[src/rtl/acc_pkg.sv]
package acc_pkg;

	// Event kinds carried in the mode field of an input transaction.
	localparam logic [1:0] KIND_SECOND = 2'd0;
	localparam logic [1:0] KIND_MS     = 2'd1;
	localparam logic [1:0] KIND_LOAD   = 2'd2;

	// Key codes.
	localparam logic [2:0] KEY_NONE = 3'd0;
	localparam logic [2:0] KEY_SET  = 3'd1;
	localparam logic [2:0] KEY_ALM  = 3'd2;
	localparam logic [2:0] KEY_UP   = 3'd3;
	localparam logic [2:0] KEY_DOWN = 3'd4;
	localparam logic [2:0] KEY_FAST = 3'd5;

	// Operating modes.
	localparam logic [2:0] MODE_NORMAL   = 3'd0;
	localparam logic [2:0] MODE_EDIT_HR  = 3'd1;
	localparam logic [2:0] MODE_EDIT_MIN = 3'd2;
	localparam logic [2:0] MODE_ALM_HR   = 3'd3;
	localparam logic [2:0] MODE_ALM_MIN  = 3'd4;

	// Alarm store handshake phases.
	localparam logic [1:0] SAVE_IDLE  = 2'd0;
	localparam logic [1:0] SAVE_ISSUE = 2'd1;
	localparam logic [1:0] SAVE_WAIT  = 2'd2;

	// Configuration register indexes.
	localparam int CFG_INDEX_W = 2;
	localparam int CFG_DATA_W  = 13;
	localparam logic [CFG_INDEX_W-1:0] CFG_RING_LEN  = 2'd0;
	localparam logic [CFG_INDEX_W-1:0] CFG_BEEP_LEN  = 2'd1;
	localparam logic [CFG_INDEX_W-1:0] CFG_IDLE_TMO  = 2'd2;
	localparam logic [CFG_INDEX_W-1:0] CFG_FAST_FACT = 2'd3;

	localparam logic [12:0] RING_LEN_RST  = 13'd5000;
	localparam logic [12:0] BEEP_LEN_RST  = 13'd300;
	localparam logic [7:0]  IDLE_TMO_RST  = 8'd30;
	localparam logic [7:0]  FAST_FACT_RST = 8'd200;

	// Time and pattern limits.
	localparam logic [4:0] HOUR_MAX     = 5'd23;
	localparam logic [5:0] MINUTE_MAX   = 6'd59;
	localparam logic [9:0] BLINK_HALF   = 10'd500;
	localparam logic [9:0] PIP_ON_LEN   = 10'd500;
	localparam logic [9:0] PIP_PERIOD   = 10'd1000;

	typedef struct packed {
		logic [12:0] ring_len;
		logic [12:0] beep_len;
		logic [7:0]  idle_timeout;
		logic [7:0]  fast_factor;
	} cfg_t;

	typedef struct packed {
		logic [1:0] mode;
		logic [2:0] key_code;
		logic       store_ready;
		logic [7:0] load_hour;
		logic [7:0] load_minute;
	} in_item_t;

	typedef struct packed {
		logic [4:0] display_hour;
		logic [5:0] display_minute;
		logic       blank_hour_digits;
		logic       blank_minute_digits;
		logic       led_on;
		logic       buzzer_drive;
		logic       store_request;
		logic [4:0] store_hour;
		logic [5:0] store_minute;
		logic       fast_time;
		logic [2:0] edit_mode;
	} out_item_t;

endpackage

[src/rtl/acc_in_if.sv]
interface acc_in_if import acc_pkg::*; ();
	logic     valid;
	logic     ready;
	in_item_t item;

	modport source (output valid, output item, input ready);
	modport sink (input valid, input item, output ready);
endinterface

[src/rtl/acc_out_if.sv]
interface acc_out_if import acc_pkg::*; ();
	logic      valid;
	logic      ready;
	out_item_t item;

	modport source (output valid, output item, input ready);
	modport sink (input valid, input item, output ready);
endinterface

[src/rtl/acc_cfg.sv]
module acc_cfg import acc_pkg::*; (
	input  logic                   clk,
	input  logic                   arst_n,
	input  logic                   cfg_we,
	input  logic [CFG_INDEX_W-1:0] cfg_index,
	input  logic [CFG_DATA_W-1:0]  cfg_wdata,
	output cfg_t                   cfg
);

	cfg_t cfg_q;

	always_ff @(posedge clk or negedge arst_n) begin
		if (!arst_n) begin
			cfg_q.ring_len     <= RING_LEN_RST;
			cfg_q.beep_len     <= BEEP_LEN_RST;
			cfg_q.idle_timeout <= IDLE_TMO_RST;
			cfg_q.fast_factor  <= FAST_FACT_RST;
		end else if (cfg_we) begin
			case (cfg_index)
				CFG_RING_LEN:  cfg_q.ring_len     <= cfg_wdata;
				CFG_BEEP_LEN:  cfg_q.beep_len     <= cfg_wdata;
				CFG_IDLE_TMO:  cfg_q.idle_timeout <= cfg_wdata[7:0];
				CFG_FAST_FACT: cfg_q.fast_factor  <= cfg_wdata[7:0];
				default: ;
			endcase
		end
	end

	assign cfg = cfg_q;

endmodule

[src/rtl/acc_core.sv]
module acc_core import acc_pkg::*; (
	input  logic      clk,
	input  logic      arst_n,
	input  logic      step,
	input  in_item_t  item,
	input  cfg_t      cfg,
	output out_item_t result
);

	typedef struct packed {
		logic [4:0]  time_hour;
		logic [5:0]  time_minute;
		logic [5:0]  time_second;
		logic [4:0]  edit_hour;
		logic [5:0]  edit_minute;
		logic        edit_changed;
		logic [4:0]  alm_hour;
		logic [5:0]  alm_minute;
		logic [2:0]  mode;
		logic [15:0] idle_count;
		logic [8:0]  blink_count;
		logic        blink_phase;
		logic [12:0] ring_count;
		logic [9:0]  pip_count;
		logic        buzzer;
		logic [1:0]  save_phase;
		logic        fast_flag;
	} clk_state_t;

	clk_state_t st_q;
	clk_state_t nx;
	logic        req;
	logic [15:0] idle_load;
	logic [15:0] idle_dec;
	logic [9:0]  pip_inc;
	logic [9:0]  blink_inc;
	logic        edit_mode_act;
	logic        alm_mode_act;

	assign idle_load = 16'(cfg.idle_timeout) *
		16'(st_q.fast_flag ? cfg.fast_factor : 8'd1);
	assign edit_mode_act = (st_q.mode == MODE_EDIT_HR) || (st_q.mode == MODE_EDIT_MIN);
	assign alm_mode_act  = (st_q.mode == MODE_ALM_HR) || (st_q.mode == MODE_ALM_MIN);
	assign pip_inc   = st_q.pip_count + 10'd1;
	assign blink_inc = {1'b0, st_q.blink_count} + 10'd1;
	assign idle_dec  = (st_q.idle_count != 16'd0) ? st_q.idle_count - 16'd1 : 16'd0;

	always_comb begin
		nx  = st_q;
		req = 1'b0;
		case (item.mode)
			KIND_SECOND: begin
				if (st_q.time_second >= MINUTE_MAX) begin
					nx.time_second = 6'd0;
					if (st_q.time_minute >= MINUTE_MAX) begin
						nx.time_minute = 6'd0;
						nx.time_hour = (st_q.time_hour >= HOUR_MAX) ? 5'd0 :
							st_q.time_hour + 5'd1;
					end else begin
						nx.time_minute = st_q.time_minute + 6'd1;
					end
					if (nx.time_hour == st_q.alm_hour && nx.time_minute == st_q.alm_minute &&
							st_q.ring_count == 13'd0) begin
						nx.ring_count = cfg.ring_len;
						nx.pip_count  = 10'd0;
					end
				end else begin
					nx.time_second = st_q.time_second + 6'd1;
				end
				// Idle auto-exit out of any time or alarm edit mode, with a short beep.
				if (st_q.mode != MODE_NORMAL) begin
					nx.idle_count = idle_dec;
					if (idle_dec == 16'd0) begin
						if (edit_mode_act && st_q.edit_changed) begin
							nx.time_hour   = st_q.edit_hour;
							nx.time_minute = st_q.edit_minute;
							nx.time_second = 6'd0;
						end
						if (alm_mode_act) begin
							nx.save_phase = SAVE_ISSUE;
						end
						nx.mode        = MODE_NORMAL;
						nx.blink_phase = 1'b1;
						nx.blink_count = 9'd0;
						nx.ring_count  = cfg.beep_len;
						nx.pip_count   = 10'd0;
					end
				end
			end
			KIND_MS: begin
				// Buzzer pattern: on for the first half of each second while ringing.
				if (st_q.ring_count != 13'd0) begin
					nx.ring_count = st_q.ring_count - 13'd1;
					nx.pip_count  = pip_inc;
					if (pip_inc < PIP_ON_LEN) begin
						nx.buzzer = 1'b1;
					end else if (pip_inc < PIP_PERIOD) begin
						nx.buzzer = 1'b0;
					end else begin
						nx.pip_count = 10'd0;
					end
					if (nx.ring_count == 13'd0) begin
						nx.buzzer    = 1'b0;
						nx.pip_count = 10'd0;
					end
				end
				case (st_q.save_phase)
					SAVE_ISSUE: begin
						if (item.store_ready) begin
							req = 1'b1;
							nx.save_phase = SAVE_WAIT;
						end
					end
					SAVE_WAIT: begin
						if (item.store_ready) begin
							nx.save_phase = SAVE_IDLE;
						end
					end
					default: ;
				endcase
				if (blink_inc >= BLINK_HALF) begin
					nx.blink_count = 9'd0;
					nx.blink_phase = ~st_q.blink_phase;
				end else begin
					nx.blink_count = blink_inc[8:0];
				end
				if (item.key_code != KEY_NONE) begin
					nx.idle_count = idle_load;
				end
				case (item.key_code)
					KEY_SET: begin
						nx.ring_count = cfg.beep_len;
						nx.pip_count  = 10'd0;
						if (st_q.mode == MODE_NORMAL) begin
							nx.mode         = MODE_EDIT_HR;
							nx.edit_hour    = st_q.time_hour;
							nx.edit_minute  = st_q.time_minute;
							nx.edit_changed = 1'b0;
						end else if (st_q.mode == MODE_EDIT_HR) begin
							nx.mode = MODE_EDIT_MIN;
						end else begin
							// A stale edit flag also commits when leaving an alarm mode.
							nx.mode = MODE_NORMAL;
							if (st_q.edit_changed) begin
								nx.time_hour   = st_q.edit_hour;
								nx.time_minute = st_q.edit_minute;
								nx.time_second = 6'd0;
							end
						end
						nx.blink_phase = 1'b1;
						nx.blink_count = 9'd0;
					end
					KEY_ALM: begin
						nx.ring_count = cfg.beep_len;
						nx.pip_count  = 10'd0;
						if (edit_mode_act && st_q.edit_changed) begin
							nx.time_hour   = st_q.edit_hour;
							nx.time_minute = st_q.edit_minute;
							nx.time_second = 6'd0;
						end
						if (st_q.mode == MODE_NORMAL) begin
							nx.mode = MODE_ALM_HR;
						end else if (st_q.mode == MODE_ALM_HR) begin
							nx.mode = MODE_ALM_MIN;
						end else begin
							nx.mode       = MODE_NORMAL;
							nx.save_phase = SAVE_ISSUE;
						end
						nx.blink_phase = 1'b1;
						nx.blink_count = 9'd0;
					end
					KEY_UP: begin
						nx.ring_count = cfg.beep_len;
						nx.pip_count  = 10'd0;
						case (st_q.mode)
							MODE_EDIT_HR: begin
								nx.edit_hour = (st_q.edit_hour >= HOUR_MAX) ? 5'd0 :
									st_q.edit_hour + 5'd1;
								nx.edit_changed = 1'b1;
							end
							MODE_EDIT_MIN: begin
								nx.edit_minute = (st_q.edit_minute >= MINUTE_MAX) ? 6'd0 :
									st_q.edit_minute + 6'd1;
								nx.edit_changed = 1'b1;
							end
							MODE_ALM_HR: begin
								nx.alm_hour = (st_q.alm_hour >= HOUR_MAX) ? 5'd0 :
									st_q.alm_hour + 5'd1;
							end
							MODE_ALM_MIN: begin
								nx.alm_minute = (st_q.alm_minute >= MINUTE_MAX) ? 6'd0 :
									st_q.alm_minute + 6'd1;
							end
							default: ;
						endcase
						nx.blink_phase = 1'b1;
						nx.blink_count = 9'd0;
					end
					KEY_DOWN: begin
						nx.ring_count = cfg.beep_len;
						nx.pip_count  = 10'd0;
						case (st_q.mode)
							MODE_EDIT_HR: begin
								nx.edit_hour = (st_q.edit_hour == 5'd0) ? HOUR_MAX :
									st_q.edit_hour - 5'd1;
								nx.edit_changed = 1'b1;
							end
							MODE_EDIT_MIN: begin
								nx.edit_minute = (st_q.edit_minute == 6'd0) ? MINUTE_MAX :
									st_q.edit_minute - 6'd1;
								nx.edit_changed = 1'b1;
							end
							MODE_ALM_HR: begin
								nx.alm_hour = (st_q.alm_hour == 5'd0) ? HOUR_MAX :
									st_q.alm_hour - 5'd1;
							end
							MODE_ALM_MIN: begin
								nx.alm_minute = (st_q.alm_minute == 6'd0) ? MINUTE_MAX :
									st_q.alm_minute - 6'd1;
							end
							default: ;
						endcase
						nx.blink_phase = 1'b1;
						nx.blink_count = 9'd0;
					end
					KEY_FAST: begin
						nx.ring_count = cfg.beep_len;
						nx.pip_count  = 10'd0;
						nx.fast_flag  = ~st_q.fast_flag;
					end
					default: ;
				endcase
			end
			KIND_LOAD: begin
				nx.alm_hour   = (item.load_hour > 8'(HOUR_MAX)) ? 5'd0 : item.load_hour[4:0];
				nx.alm_minute = (item.load_minute > 8'(MINUTE_MAX)) ? 6'd0 :
					item.load_minute[5:0];
			end
			default: ;
		endcase
	end

	always_ff @(posedge clk or negedge arst_n) begin
		if (!arst_n) begin
			st_q <= '{blink_phase: 1'b1, default: '0};
		end else if (step) begin
			st_q <= nx;
		end
	end

	always_comb begin
		if (nx.mode == MODE_ALM_HR || nx.mode == MODE_ALM_MIN) begin
			result.display_hour   = nx.alm_hour;
			result.display_minute = nx.alm_minute;
		end else if (nx.mode == MODE_EDIT_HR || nx.mode == MODE_EDIT_MIN) begin
			result.display_hour   = nx.edit_hour;
			result.display_minute = nx.edit_minute;
		end else begin
			result.display_hour   = nx.time_hour;
			result.display_minute = nx.time_minute;
		end
		result.blank_hour_digits   = (nx.mode == MODE_EDIT_HR || nx.mode == MODE_ALM_HR) &&
			!nx.blink_phase;
		result.blank_minute_digits = (nx.mode == MODE_EDIT_MIN || nx.mode == MODE_ALM_MIN) &&
			!nx.blink_phase;
		result.led_on       = (nx.mode == MODE_ALM_HR || nx.mode == MODE_ALM_MIN) &&
			nx.blink_phase;
		result.buzzer_drive = nx.buzzer;
		result.store_request = req;
		// A store write carries the alarm as it stood before this transaction's key.
		result.store_hour    = req ? st_q.alm_hour : nx.alm_hour;
		result.store_minute  = req ? st_q.alm_minute : nx.alm_minute;
		result.fast_time     = nx.fast_flag;
		result.edit_mode     = nx.mode;
	end

endmodule

[src/rtl/alarm_clock_controller.sv]
// 24-hour alarm clock controller. Each input transaction is one event: a one-second tick,
// a millisecond tick carrying a key code and the store-ready bit, or a load of the stored
// alarm. Every event yields exactly one result transaction with the displayed time, digit
// blanking, LED, buzzer level, the alarm store request and the current mode. The block
// takes one transaction per clock unless back-pressure holds it: the event is captured
// in an input register, and the whole clock, mode, buzzer and blink update is
// combinational logic from that register into the result register, with the clock
// state written at the same edge. Back-pressure on the result side stalls the input
// register, and input ready drops only when both registers are full and the result is not
// being taken. The user must write configuration registers through the write port only
// while no events are in flight; the block itself does not enforce this.
module alarm_clock_controller import acc_pkg::*; (
	input  logic                   clk,
	input  logic                   arst_n,
	acc_in_if.sink                 in_ch,
	acc_out_if.source              out_ch,
	input  logic                   cfg_we,
	input  logic [CFG_INDEX_W-1:0] cfg_index,
	input  logic [CFG_DATA_W-1:0]  cfg_wdata
);

	cfg_t      cfg;
	logic      in_valid_s1;
	in_item_t  in_item_s1;
	logic      out_valid_q;
	out_item_t out_item_q;
	out_item_t result;
	logic      advance;

	acc_cfg u_cfg (
		.clk       (clk),
		.arst_n    (arst_n),
		.cfg_we    (cfg_we),
		.cfg_index (cfg_index),
		.cfg_wdata (cfg_wdata),
		.cfg       (cfg)
	);

	assign advance     = in_valid_s1 && (!out_valid_q || out_ch.ready);
	assign in_ch.ready = !in_valid_s1 || advance;

	always_ff @(posedge clk or negedge arst_n) begin
		if (!arst_n) begin
			in_valid_s1 <= 1'b0;
		end else if (in_ch.ready) begin
			in_valid_s1 <= in_ch.valid;
		end
	end

	always_ff @(posedge clk) begin
		if (in_ch.ready && in_ch.valid) begin
			in_item_s1 <= in_ch.item;
		end
	end

	acc_core u_core (
		.clk    (clk),
		.arst_n (arst_n),
		.step   (advance),
		.item   (in_item_s1),
		.cfg    (cfg),
		.result (result)
	);

	always_ff @(posedge clk or negedge arst_n) begin
		if (!arst_n) begin
			out_valid_q <= 1'b0;
		end else if (advance) begin
			out_valid_q <= 1'b1;
		end else if (out_ch.ready) begin
			out_valid_q <= 1'b0;
		end
	end

	always_ff @(posedge clk) begin
		if (advance) begin
			out_item_q <= result;
		end
	end

	assign out_ch.valid = out_valid_q;
	assign out_ch.item  = out_item_q;

endmodule

[src/flat_wrapper.sv]
// flat-port wrapper written by rule: the top's interface ports become plain ports
module alarm_clock_controller_flat import acc_pkg::*;
  (clk, arst_n, cfg_we, cfg_index, cfg_wdata, in_ch_valid, in_ch_item, in_ch_ready, out_ch_valid, out_ch_item, out_ch_ready);
  acc_in_if in_ch_i ();
  acc_out_if out_ch_i ();
  input  logic clk;
  input  logic arst_n;
  input  logic cfg_we;
  input  logic [CFG_INDEX_W-1:0] cfg_index;
  input  logic [CFG_DATA_W-1:0] cfg_wdata;
  input wire logic [$bits(in_ch_i.valid)-1:0] in_ch_valid;
  input wire logic [$bits(in_ch_i.item)-1:0] in_ch_item;
  output wire logic [$bits(in_ch_i.ready)-1:0] in_ch_ready;
  output wire logic [$bits(out_ch_i.valid)-1:0] out_ch_valid;
  output wire logic [$bits(out_ch_i.item)-1:0] out_ch_item;
  input wire logic [$bits(out_ch_i.ready)-1:0] out_ch_ready;
  assign in_ch_i.valid = in_ch_valid;
  assign in_ch_i.item = in_ch_item;
  assign in_ch_ready = in_ch_i.ready;
  assign out_ch_valid = out_ch_i.valid;
  assign out_ch_item = out_ch_i.item;
  assign out_ch_i.ready = out_ch_ready;
  alarm_clock_controller u_core (.clk(clk), .arst_n(arst_n), .in_ch(in_ch_i), .out_ch(out_ch_i), .cfg_we(cfg_we), .cfg_index(cfg_index), .cfg_wdata(cfg_wdata));
endmodule
[config.mk]
export PLATFORM = sky130hd
export DESIGN_NAME = alarm_clock_controller_flat
export DESIGN_NICKNAME = d
export VERILOG_FILES = /design/src/rtl/acc_pkg.sv /design/src/rtl/acc_in_if.sv /design/src/rtl/acc_out_if.sv /design/src/rtl/acc_cfg.sv /design/src/rtl/acc_core.sv /design/src/rtl/alarm_clock_controller.sv /design/src/flat_wrapper.sv
export SDC_FILE = /design/constraint.sdc
export NUM_CORES = 1
export LEC_CHECK = 0
export BUFFER_PORTS_ARGS = -buffer_cell sky130_fd_sc_hd__buf_2
export CAP_MARGIN = 20
export CORE_UTILIZATION = 25
export CTS_CLUSTER_SIZE = 24
export DETAILED_ROUTE_END_ITERATION = 6
export PLACE_DENSITY = 0.38
export SYNTH_ARGS = -nofsm -noshare
export SYNTH_HDL_FRONTEND = slang
export SYNTH_SLANG_ARGS = --single-unit
[constraint.sdc]
create_clock -name clk -period 6.05 [get_ports clk]
set_clock_uncertainty 0.15 [all_clocks]
set_input_delay 0.605 -clock clk [delete_from_list [all_inputs] [get_ports clk]]
set_output_delay 0.605 -clock clk [all_outputs]
set_load 0.1 [all_outputs]
# Yosys cells after proc, flatten, opt, wreduce, memory -nomap -nowiden
# Cells that the tools add are included.
[op_classes]
add_sub_neg = 15
n_mul = 1
div = 0
n_lt_le_gt_ge = 12
eq_ne = 33
shift = 0
n_mux = 88
bitwise = 2
reduce_logical = 49
[op_table]
columns = ["cell", "n"]
rows = [
  ["$mux W17", 7],
  ["$pmux W52 S2", 1],
  ["$mux W6", 14],
  ["$mux W5", 14],
  ["$mux W23", 3],
  ["$pmux W17 S2", 2],
  ["$mux W52", 1],
  ["$mux W11", 4],
  ["$pmux W11 S2", 2],
  ["$pmux W12 S3", 1],
  ["$mux W33", 1],
  ["$mux W16", 2],
  ["$mux W10", 3],
  ["$logic_not A13 Y1", 2],
  ["$add A6 B1 Y6 const B", 4],
  ["$ge A6 B6 Y1 const B", 4],
  ["$mux W12", 2],
  ["$mux W24", 1],
  ["$mux W2", 10],
  ["$eq A3 B2 Y1 const B", 6],
  ["$logic_not A16 Y1", 1],
  ["$mul A8 B16 Y16", 1],
  ["$reduce_bool A16 Y1", 1],
  ["$sub A16 B1 Y16 const B", 1],
  ["other kinds (46)", 112],
]
[word_totals]
ff_bits = 193
latch_bits = 0
mem_bits_rw = 0
rom_bits = 0
in_bits = 42
out_inout_bits = 33
elab_cells = 239
mem_count = 0

# Longest topological paths before layout
# Gate-level depths: netlist of run 1.
[depth]
word_depth = 17
mapped_depth = 18
depth_no_buf = 18

# Cells and area by module
# A second synthesis of run 1 with hierarchy kept.
[unflattened]
cells_unflattened = 1614
area_unflattened_um2 = 14620.3
[modules_own_cells]
columns = ["module", "n_inst", "cells_each", "area_each_um2", "seq_area_each_um2"]
rows = [
  ["acc_core", 1, 1463, 11335.9, 2403.6],
  ["alarm_clock_controller", 1, 61, 1695.4, 1641.6],
  ["acc_cfg", 1, 90, 1589.0, 1071.0],
]

# Worst setup path after synthesis of run 1
# OpenSTA, ideal clock, no wires.
[synth_path]
kind = "register to register"
startpoint = "register u_core.u_core.st_q[0] (netlist name)"
endpoint = "register u_core.u_core.st_q[50] (netlist name)"
setup_ns = 0.119
t_arrival_ns = 4.684
required_time_ns = 5.781
slack_ns = 1.097
stages_incl_launch_ff = 19
n_path_buf = 2
synth_period_minus_slack_ns = 4.953
path_cell_list = "dfrtp_1 -> clkbuf_1 -> clkbuf_1 -> nand3_1 -> fa_1 -> fa_1 -> inv_1 -> fa_1 -> inv_1 -> fa_1 -> inv_1 -> ha_1 -> nor2b_1 -> o21a_1 -> o221a_2 -> a31oi_1 -> xor2_1 -> o221ai_1 -> o21a_1"
[synth_via]
elab_chain_cells = 4
[synth_lines]
columns = ["element", "line", "source"]
rows = [
  ["start, declared", "acc_core.sv:30", "clk_state_t st_q;"],
  ["start signal, assigned", "acc_core.sv:247", "st_q <= nx;"],
  ["$mux W8", "acc_core.sv:41", "16'(st_q.fast_flag ? cfg.fast_factor : 8'd1);"],
  ["$mul A8 B16 Y16", "acc_core.sv:40", "assign idle_load = 16'(cfg.idle_timeout) *"],
  ["$mux W16", "acc_core.sv:127", "if (item.key_code != KEY_NONE) begin"],
  ["$pmux W52 S2", "acc_core.sv:51", "case (item.mode)"],
]
# Every way passes these cells. The select of a mux whose other input is x is not followed.
# A chain may end at the register's enable or synchronous reset.

# Worst setup path after layout of run 1
# Same ends and word-level chain as after synthesis.

==> results of run 1 <==
worst paths after layout:
path                                              from                      to  slack [ps]  cells past startpoint
worst min-delay path                            arst_n     u_core.u_cfg.cfg[5]          50                      1
min in group clk                         in_ch_item[8]    u_core.in_item_s1[8]         130                      1
worst max register to register   u_core.u_core.st_q[0]  u_core.u_core.st_q[50]         990                     17
max in group asynchronous                       arst_n  u_core.u_core.st_q[69]        4340                      2
worst max-delay path             u_core.u_core.st_q[0]  u_core.u_core.st_q[50]         990                     17
worst min register to register  u_core.u_core.st_q[12]  u_core.u_core.st_q[12]         340                      1
power groups by stage:
stage / logic, mW / clock network, mW / registers (mW)
after floorplan: 2.21 / 0 / 2.15
after global placement: 3.12 / 0 / 2.03
after detailed placement: 3.11 / 0 / 2.04
after CTS: 3.12 / 1.20 / 2.01
after global routing: 3.49 / 1.24 / 2.07
final: 3.09 / 1.14 / 2.02
cells in the mapped netlist (7+ instances only):
cell type / instances / area, um2
mux2i_1: 12 / 120.1
nor2b_1: 16 / 100.1
fa_1: 36 / 720.7
nand3_1: 62 / 310.3
nor3b_1: 10 / 75.07
inv_1: 106 / 397.9
nor2_1: 105 / 394.1
o21ai_0: 159 / 795.8
a31o_2: 8 / 70.07
o311ai_1: 7 / 61.31
o22ai_1: 7 / 43.79
nand2_1: 214 / 803.3
clkbuf_1: 106 / 397.9
dfstp_2: 17 / 446.7
nand4_1: 15 / 93.84
and3_1: 56 / 350.3
a31oi_1: 18 / 112.6
nor3_1: 38 / 190.2
xor2_1: 14 / 122.6
dfrtp_1: 123 / 3078
or3_1: 11 / 68.82
nor4_1: 14 / 87.58
o21a_1: 13 / 97.59
a21o_1: 15 / 112.6
buf_2: 7 / 35.03
edfxtp_1: 53 / 1592
nand2b_1: 25 / 156.4
a21oi_1: 73 / 365.4
o31ai_1: 27 / 202.7
and2_1: 17 / 106.4
mux2_2: 36 / 405.4
ha_1: 59 / 738.2
a221o_1: 7 / 70.07
a211oi_1: 11 / 82.58
a22oi_1: 30 / 225.2
o2111ai_1: 8 / 70.07
xnor2_1: 32 / 280.3
o211ai_1: 35 / 262.8
sequential cells by signal (all words and copies together), names as in the netlist:
name                 flops
u_core.u_core.st_q      96
u_core.u_cfg.cfg        42
u_core.out_ch.item      31
u_core.in_item_s1       22
u_core.in_valid_s1       1
u_core.out_ch.valid      1
critical path: cells and delay by family (launching register included):
family                   cells  cell delay, ps
adder cells (fa/ha/maj)      5            2440
AND/OR/NAND/NOR              2             310
buffers and inverters        4             540
XOR/XNOR                     1             180
AO/OA/AOI/OAI                5             960
flip-flops                   1             350
cell families (layout without fill, tap and decap cells):
family	Yosys count	count (layout)	synth area share
fa+ha+maj	96	96	0.09847
mux	49	49	0.03674
xor+xnor	46	46	0.02701
buf+inv	232	238	0.06048
simple gates	628	628	0.2112
flops	193	193	0.3430
compound gates	496	496	0.2231
area by class of cell:
class	count	share of cell area
inverter	109	0.02475
clock buffer	17	0.02573
sequential	193	0.3095
clock inverter	15	0.008023
tap	773	0.05851
timing repair buffer	97	0.03323
multi-input combinational	1315	0.5403
routing by layer:
| layer | up-vias | routed length [um] |
|---|---|---|
| li1 | 6298 | - |
| met1 | 6357 | 23180 |
| met2 | 267 | 21170 |
| met3 | 56 | 2376 |
| met4 | 2 | 1134 |
| met5 | - | 20 |
==> metrics.md, run 1 <==
| Metric | Value |
|---|---|
| Status | `finished clean` |
| Initial antenna violation count | `3` |
| Core ar. | `59020 um2` |
| M3 GR Usage | `0.03366` |
| Gate power share | `0.495` |
| Reg area | `5116 um2` |
| Routed length per instance | `19.01 um` |
| Final worst slack | `994.0 ps` |
| Dpl hpwl | `34.72 mm` |
| Worst setup path category | `register to register` |
| Met1 GRT Util | `0.2246` |
| Initial Util | `0.2527` |
| Endpoints failing hold | `0` |
| CTS sink count | `193` |
| Sum Neg Setup Slack | `0 ps` |
| Syn_area_per_cell | `8.573 um2` |
| Switch Pwr | `2.960 mW` |
| Most frequent CP cell | `fa_1` |
| DRT antenna net count | `0` |
| Clk network pwr share | `0.183` |
| Mapped Area | `14920 um2` |
| Peak VDD IR | `241.8 uV` |
| Remaining DRCs | `0` |
| Pins Over Slew Limit | `0` |
| Clk root buf | `clkbuf_16` |
| Total Routing Usage GR | `0.1627` |
| Post-CTS setup buffer count | `0` |
| Total CTS buffers | `17` |
| Number of global-route vias before repair | `12980` |
| I/O Buffers | `74` |
| Min-delay worst type | `input pin to asynchronous set/reset pin` |
| Post-Syn Instances | `1740` |
| Post-layout util | `0.2801` |
| Synth warnings | `0` |
| FF+latch count, synth | `193` |
| Clock transition at path regs | `70 ps` |
| Vias | `12980` |
| Grt met2 use | `0.2494` |
| Final nets | `1870` |
| Fraction of layout cells with a size suffix above 1 | `0.1266` |
| FMAX | `197.8 MHz` |
| Ys async rst share | `0.7254` |
| Initial DRC count | `965` |
| Most common cell after layout, fill and taps aside | `nand2_1` |
| Setup crit start kind | `register` |
| Final Critical Period | `5056 ps` |
| Net count after synthesis | `1877` |
| Worst path arrival time | `5290 ps` |
| RSZ-0062 raised after global routing | `no` |
| Multi-input combinational cell area | `8931 um2` |
| Area Overhead vs Synth | `10.82%` |
| Total Wirelength | `47.88 mm` |
| Net Sw Frac | `0.4733` |
| Crit share post-route | `0.8357` |
| # resized after CTS | `0` |
| Clock Path Buffers | `2` |
| Hold_buf cts | `0` |
| Post-synth EDFFs | `53` |
| Critical Path Fanout Max | `58` |
| CTS tree | `yes` |
| Internal Power | `3.295 mW` |
| Insertion delay to the later sink of the worst-skew pair | `500 ps` |
| Hold WS | `48.12 ps` |
| Die area | `60650 um2` |
| Slew @ Worst Pin | `1248 ps` |
| Final non-filler cell area | `16530 um2` |
| First-pass GRT wire length | `76.04 mm` |
| Placed insts | `2485` |
| Static leakage | `6.724 nW` |
| Place WS | `978.6 ps` |
| PnR Total Power | `6.255 mW` |
| # IOs | `75` |
| Post-synth cell types | `98` |
| Register area share after synthesis | `0.3430` |
| CP Capture Type | `register` |
| Antenna cells | `0` |
| Placed Area | `15960 um2` |
| Fillers | `6348` |
| Commonest cells after routing, fill and taps aside | `213 x nand2_1, 157 x o21ai_0, 123 x dfrtp_1` |
| Largest net degree at the start of global routing | `88` |
| Max-Cap Viols | `0` |
| H-Tree Depth | `4` |
| Via density | `5.153` |
| Worst rel slew slack | `0.1604` |
| Die W | `246.3 um` |
| Critical Path Slowest Stage Cell | `fa_1` |
| Layout Cells excl Fill | `2519` |
| Die Height | `246.3 um` |
| Setup-failing EPs final | `0` |
| GP Congestion | `0.8450` |
| Ys flop type | `dfrtp_1` |
| FP Rows | `89` |
| Global route hottest layer | `met2` |
| Critical Path RT | `6280 ps` |
| PwrDens | `378.4 nW/um2` |
| CP Cell Sequence | `buf_4 -> nand3_1 -> fa_1 -> fa_1 -> inv_1 -> fa_1 -> inv_1 -> fa_1 -> inv_1 -> ha_1 -> nor2b_1 -> o21a_1 -> o221a_2 -> a31oi_1 -> xor2_1 -> o221ai_1 -> o21a_1` |
| Global route overflow | `0` |
| First-pass DRT Iterations | `5` |
| Worst path max stage delay | `550 ps` |
| Share of power burned in registers | `0.323` |
No activity file was read; power rests on OpenSTA's default activity.
==> run 2, diff against run 1 <==
==> constraint.sdc (replaced) <==
create_clock -name clk -period 5 [get_ports clk]
set_clock_uncertainty 0.15 [all_clocks]
set_input_delay 0.5 -clock clk [delete_from_list [all_inputs] [get_ports clk]]
set_output_delay 0.5 -clock clk [all_outputs]
set_load 0.1 [all_outputs]
==> metrics.md, run 2 (same netlist as run 1, synthesis figures left out) <==
| Metric | Value |
|---|---|
| Status | `finished clean (unchanged)` |
| Initial antenna violation count | `1 (was 3)` |
| I/O Buffers | `74 (unchanged)` |
| Share of power burned in registers | `0.306 (was 0.323)` |
| Initial DRC count | `836 (was 965)` |
| Endpoints failing hold | `0 (unchanged)` |
| Placed insts | `2509 (was 2485)` |
| DRT antenna net count | `0 (unchanged)` |
| Most flops, register | `u_core.u_core.st_q (unchanged)` |
| Crit share post-route | `0.9547 (was 0.8357)` |
| Remaining DRCs | `0 (unchanged)` |
| First-pass DRT Iterations | `7 (was 5)` |
| Min-delay worst type | `input pin to register (was input pin to asynchronous set/reset pin)` |
| Critical Path Fanout Max | `7 (was 58)` |
| Worst path arrival time | `5010 ps (was 5290 ps)` |
| FP Rows | `89 (unchanged)` |
| Final non-filler cell area | `17020 um2 (was 16530 um2)` |
| Max-Cap Viols | `0 (unchanged)` |
| Fillers | `6303 (was 6348)` |
| GP Congestion | `0.8482 (was 0.8450)` |
| H-Tree Depth | `4 (unchanged)` |
| Die W | `246.3 um (unchanged)` |
| Clock transition at path regs | `80 ps (was 70 ps)` |
| Placed Area | `16150 um2 (was 15960 um2)` |
| Switch Pwr | `3.621 mW (was 2.960 mW)` |
| PwrDens | `457.8 nW/um2 (was 378.4 nW/um2)` |
| Number of global-route vias before repair | `12930 (was 12980)` |
| Gate power share | `0.512 (was 0.495)` |
| Insertion delay to the later sink of the worst-skew pair | `500 ps (about the same)` |
| Routed length per instance | `18.85 um (was 19.01 um)` |
| Worst setup path category | `register to register (unchanged)` |
| Worst rel slew slack | `0.2020 (was 0.1604)` |
| Total Wirelength | `48.38 mm (was 47.88 mm)` |
| Largest net degree at the start of global routing | `75 (was 88)` |
| Post-layout util | `0.2883 (was 0.2801)` |
| Clk root buf | `clkbuf_16 (unchanged)` |
| Layout Cells excl Fill | `2567 (was 2519)` |
| Reg area | `5117 um2 (was 5116 um2)` |
| CTS sink count | `193 (unchanged)` |
| Total CTS buffers | `17 (unchanged)` |
| Via density | `5.101 (was 5.153)` |
| CTS tree | `yes (unchanged)` |
| Fraction of layout cells with a size suffix above 1 | `0.1401 (was 0.1266)` |
| Dpl hpwl | `35.16 mm (was 34.72 mm)` |
| Internal Power | `4.169 mW (was 3.295 mW)` |
| Static leakage | `6.980 nW (was 6.724 nW)` |
| Setup crit start kind | `register (unchanged)` |
| Pins Over Slew Limit | `0 (unchanged)` |
| Multi-input combinational cell area | `8955 um2 (was 8931 um2)` |
| Die Height | `246.3 um (unchanged)` |
| Total Routing Usage GR | `0.1644 (was 0.1627)` |
| Clk network pwr share | `0.182 (was 0.183)` |
| # IOs | `75 (unchanged)` |
| Initial Util | `0.2527 (unchanged)` |
| Commonest cells after routing, fill and taps aside | `213 x nand2_1, 155 x o21ai_0, 122 x dfrtp_1 (was 213 x nand2_1, 157 x o21ai_0, 123 x dfrtp_1)` |
| Largest register FFs | `96 (unchanged)` |
| Final Critical Period | `4774 ps (was 5056 ps)` |
| First-pass GRT wire length | `76.45 mm (was 76.04 mm)` |
| Global route overflow | `0 (unchanged)` |
| Final nets | `1916 (was 1870)` |
| FMAX | `209.5 MHz (was 197.8 MHz)` |
| Slew @ Worst Pin | `1182 ps (was 1248 ps)` |
| Net Sw Frac | `0.4648 (was 0.4733)` |
| Critical Path RT | `5240 ps (was 6280 ps)` |
| Peak VDD IR | `387.4 uV (was 241.8 uV)` |
| Setup-failing EPs final | `0 (unchanged)` |
| Die area | `60650 um2 (unchanged)` |
| CP Capture Type | `register (unchanged)` |
| R2r setup slk | `230 ps (was 990 ps)` |
| Core ar. | `59020 um2 (unchanged)` |
| Most common cell after layout, fill and taps aside | `nand2_1 (unchanged)` |
| Vias | `13090 (was 12980)` |
| Area Overhead vs Synth | `14.07% (was 10.82%)` |
| Clock Path Buffers | `2 (unchanged)` |
-- run 2: cell count changes in the layout (fill, tap and decap cells not counted), moves of 2 or more --
cell,change
clkinv_1,-2
buf_4,+25
o21ai_0,-2
clkbuf_1,+4
diode_2,+2
dlygate4sd3_1,+19
clkinvlp_2,-2
-- run 2: path summary, 6_finish.rpt --
check	startpoint	endpoint	cells after the start
max	u_core.u_cfg.cfg[3]	u_core.u_core.st_q[50]	16
min	in_ch_item[20]	u_core.in_item_s1[20]	1
max reg2reg	u_core.u_cfg.cfg[3]	u_core.u_core.st_q[50]	16
min reg2reg	u_core.u_core.st_q[12]	u_core.u_core.st_q[12]	1
max in group asynchronous	arst_n	u_core.u_core.st_q[69]	3
min in group asynchronous	arst_n	u_core.u_cfg.cfg[40]	2
-- run 2: worst max-delay path: stages (launching register included) --
cell      delay (ps)
dfstp_2          610
nand3_1          120
fa_1             510
fa_1             490
inv_1             50
fa_1             520
inv_1             50
fa_1             520
inv_1             40
ha_1             320
nor2b_1          150
o21a_1           180
o221a_2          280
a31oi_2          220
xor2_1           160
o221ai_1         130
o21a_1           140
-- run 2: layout make-up --
cell class,instances,area share
Clock inverter,11,0.007647
Timing Repair Buffer,143,0.05831
Multi-Input combinational cell,1315,0.5263
Inverter,109,0.02404
Sequential cell,193,0.3007
Antenna cell,2,0.0002941
Clock buffer,21,0.02588
Tap cell,773,0.05684
-- run 2: power groups by stage --
| stage | sequential (mW) | combinational [mW] | clock, mW |
|---|---|---|---|
| after CTS | 2.37 | 3.98 | 1.48 |
| after global routing | 2.44 | 4.46 | 1.53 |
| final | 2.38 | 3.99 | 1.42 |
| after floorplan | 2.60 | 2.68 | 0 |
| after global placement | 2.40 | 3.95 | 0 |
| after detailed placement | 2.40 | 3.94 | 0 |
-- run 2: timing repair --
action,in CTS,in global routing
gates resized for setup,0,6
endpoints found under the setup margin,0,3
endpoints found under the hold margin,73,0
buffers inserted,0,2
hold buffers,19,0
-- run 2: per-stage QoR --
stage	power (mW)	TNS [ps]	setup WS [ps]	hold slack (ps)
6_report	7.790	0	226.5	39.47
5_1_grt	8.428	-1.839	-1.839	10.56
4_1_cts	7.838	0	107.2	3.196
3_5_place_dp	6.345	0	140.8	318.7
3_3_place_gp	6.355	0	144.6	321.8
2_1_floorplan	5.279	0	47.18	54.41
-- run 2: metal layers --
layer  global-route usage  vias up  wire length (um)
met4              0.04938        0               796
met5                    0        -                 0
met1               0.2252     6442             23670
li1                     -     6391                 -
met3              0.03453       38              1986
met2               0.2576      223             21940
==> run 3, diff against run 2 <==
--- a/config.mk
+++ b/config.mk
@@ -7,10 +7,9 @@
 export LEC_CHECK = 0
 export BUFFER_PORTS_ARGS = -buffer_cell sky130_fd_sc_hd__buf_2
 export CAP_MARGIN = 20
-export CORE_UTILIZATION = 25
+export CORE_UTILIZATION = 35
 export CTS_CLUSTER_SIZE = 24
 export DETAILED_ROUTE_END_ITERATION = 6
-export PLACE_DENSITY = 0.38
 export SYNTH_ARGS = -nofsm -noshare
 export SYNTH_HDL_FRONTEND = slang
 export SYNTH_SLANG_ARGS = --single-unit
==> metrics.md, run 3 (same netlist as run 1, synthesis figures left out) <==
| Metric | Value |
|---|---|
| Area Overhead vs Synth | `9.671% (was 14.07%)` |
| M3 GR Usage | `0.02792 (was 0.03453)` |
| Status | `finished clean (unchanged)` |
| Core ar. | `41950 um2 (was 59020 um2)` |
| Peak VDD IR | `263.8 uV (was 387.4 uV)` |
| GP Congestion | `0.8957 (was 0.8482)` |
| Remaining DRCs | `0 (unchanged)` |
| Slew @ Worst Pin | `1135 ps (was 1182 ps)` |
| Reg-to-reg startpoint | `u_core.u_cfg.cfg[12] (was u_core.u_cfg.cfg[3])` |
| CP Capture Type | `register (unchanged)` |
| Layout Cells excl Fill | `2297 (was 2567)` |
| Pins Over Slew Limit | `0 (unchanged)` |
| Worst path arrival time | `5000 ps (was 5010 ps)` |
| Worst reg2reg path endpoint | `u_core.u_core.st_q[50] (unchanged)` |
| Place WS | `64.71 ps (was 140.8 ps)` |
| Most common cell after layout, fill and taps aside | `nand2_1 (unchanged)` |
| Total Routing Usage GR | `0.2013 (was 0.1644)` |
| FP Rows | `75 (was 89)` |
| Clock transition at path regs | `80 ps (about the same)` |
| Critical Path Fanout Max | `9 (was 7)` |
| PwrDens | `460.5 nW/um2 (was 457.8 nW/um2)` |
| Placed insts | `2259 (was 2509)` |
| Initial Util | `0.3556 (was 0.2527)` |
| Global route overflow | `0 (unchanged)` |
| Met1 GRT Util | `0.2800 (was 0.2252)` |
| Sum Neg Setup Slack | `0 ps (unchanged)` |
| CTS tree | `yes (unchanged)` |
| CP Cell Sequence | `nand3_1 -> fa_1 -> fa_1 -> inv_1 -> fa_1 -> inv_1 -> fa_1 -> inv_1 -> ha_1 -> nor2b_1 -> o21a_1 -> o221a_4 -> a31oi_4 -> xor2_1 -> o221ai_1 -> o21a_1 (was nand3_1 -> fa_1 -> fa_1 -> inv_1 -> fa_1 -> inv_1 -> fa_1 -> inv_1 -> ha_1 -> nor2b_1 -> o21a_1 -> o221a_2 -> a31oi_2 -> xor2_1 -> o221ai_1 -> o21a_1)` |
| Number of global-route vias before repair | `12790 (was 12930)` |
| I/O Buffers | `74 (unchanged)` |
| Most flops, register | `u_core.u_core.st_q (unchanged)` |
| Min-delay worst type | `input pin to register (unchanged)` |
| Routed length per instance | `18.74 um (was 18.85 um)` |
| Max-Cap Viols | `0 (unchanged)` |
| Post-layout util | `0.3900 (was 0.2883)` |
| DRT antenna net count | `0 (unchanged)` |
| Final worst slack | `209.2 ps (was 226.5 ps)` |
| Setup crit start kind | `register (unchanged)` |
| Initial antenna violation count | `0 (was 1)` |
| Worst Hold Depth | `1 (unchanged)` |
| Total CTS buffers | `17 (unchanged)` |
| FMAX | `208.7 MHz (was 209.5 MHz)` |
| Insertion delay to the later sink of the worst-skew pair | `470 ps (was 500 ps)` |
| # IOs | `75 (unchanged)` |
| Critical Path Slowest Stage Cell | `dfstp_2 (unchanged)` |
| Clk root buf | `clkbuf_16 (unchanged)` |
| Final Critical Period | `4791 ps (was 4774 ps)` |
| Worst setup path category | `register to register (unchanged)` |
| Commonest cells after routing, fill and taps aside | `214 x nand2_1, 158 x o21ai_0, 122 x dfrtp_1 (was 213 x nand2_1, 155 x o21ai_0, 122 x dfrtp_1)` |
| Clock Path Buffers | `2 (unchanged)` |
| PnR Total Power | `7.533 mW (was 7.790 mW)` |
| Largest net degree at the start of global routing | `81 (was 75)` |
| Crit share post-route | `0.9582 (was 0.9547)` |
| H-Tree Depth | `4 (unchanged)` |
| Fraction of layout cells with a size suffix above 1 | `0.1343 (was 0.1401)` |
| Initial DRC count | `1012 (was 836)` |
| Total Wirelength | `43.04 mm (was 48.38 mm)` |
| Vias | `13230 (was 13090)` |
| Hold-critical path endpoint | `u_core.in_item_s1[12] (was u_core.in_item_s1[20])` |
| Worst rel slew slack | `0.2372 (was 0.2020)` |
| Grt met2 use | `0.3211 (was 0.2576)` |
| R2r setup slk | `210 ps (was 230 ps)` |
| R2R cell count | `16 (unchanged)` |
| Dpl hpwl | `30.63 mm (was 35.16 mm)` |
| Die area | `43450 um2 (was 60650 um2)` |
| First-pass GRT wire length | `69.79 mm (was 76.45 mm)` |
| Critical Path RT | `5210 ps (was 5240 ps)` |
| Die Height | `208.4 um (was 246.3 um)` |
| Endpoints failing hold | `0 (unchanged)` |
| Most frequent CP cell | `fa_1 (unchanged)` |
| Setup-failing EPs final | `0 (unchanged)` |
| Via density | `5.758 (was 5.101)` |
| Global route hottest layer | `met2 (unchanged)` |
| First-pass DRT Iterations | `5 (was 7)` |
| Worst path bufs/invs | `3 (unchanged)` |
| Largest register FFs | `96 (unchanged)` |
| Worst path max stage delay | `620 ps (was 610 ps)` |
| CTS sink count | `193 (unchanged)` |
| Static leakage | `6.808 nW (was 6.980 nW)` |
| Die W | `208.4 um (was 246.3 um)` |
| Min-delay src | `in_ch_item[12] (was in_ch_item[20])` |
| RSZ-0062 raised after global routing | `no` |
| Worst path top cell family by delay | `adder cells (unchanged)` |
| Final nets | `1881 (was 1916)` |
[run 3: cell count changes in the layout (fill, tap and decap cells not counted), sizes merged]
cell / before / now
dlygate4sd3: 19 / 1
buf: 122 / 105
inv: 112 / 115
bufinv: 2 / 0
clkbuf: 23 / 21
clkinv: 4 / 6
clkinvlp: 2 / 1
diode: 2 / 1
[run 3: metrics by stage]
stage               hold WS, ps  cell area, um2
floorplan                 54.41           14920
global placement          318.3           15730
detailed placement        328.1           15730
CTS                       23.03           16290
global route              29.39           16360
finish                    50.62           16360
[run 3: per-layer routing]
metal	up-vias	routed length, um
met1	6480	20680
met5	-	0
met3	46	1926
met2	365	19550
li1	6335	-
met4	0	886
[run 3: worst max-delay path by stage]
stage                                from                      to  slack (ps)  cells after the start
finish               u_core.u_cfg.cfg[12]  u_core.u_core.st_q[50]         210                     16
global route        u_core.u_core.st_q[0]  u_core.u_core.st_q[50]           7                     17
CTS                 u_core.u_core.st_q[0]  u_core.u_core.st_q[50]          50                     18
detailed placement  u_core.u_core.st_q[0]  u_core.u_core.st_q[50]          60                     17
global placement    u_core.u_core.st_q[0]  u_core.u_core.st_q[50]         130                     17
floorplan           u_core.u_core.st_q[0]  u_core.u_core.st_q[50]          50                     18
[run 3: area by class of cell]
type,count,area [um2]
Inverter,109,409.1
Timing Repair Buffer,108,649.4
Sequential cell,193,5117
Clock buffer,19,452.9
Tap cell,539,674.4
Fill cell,4198,25590
Clock inverter,13,98.84
Multi-Input combinational cell,1315,8955
Antenna cell,1,2.502
[run 3: repair_timing]
item	4_1_cts	5_1_grt
hold buffers	1	0
gates resized for setup	0	7
endpoints found under the hold margin	72	0
endpoints found under the setup margin	0	3
setup buffers	0	2
[run 3: where the power goes]
part / total [mW] / internal (mW) / switching, mW
clock network: 1.34 / 0.672 / 0.668
registers: 2.43 / 1.97 / 0.463
logic: 3.76 / 1.36 / 2.41
total: 7.53 / 4.00 / 3.54
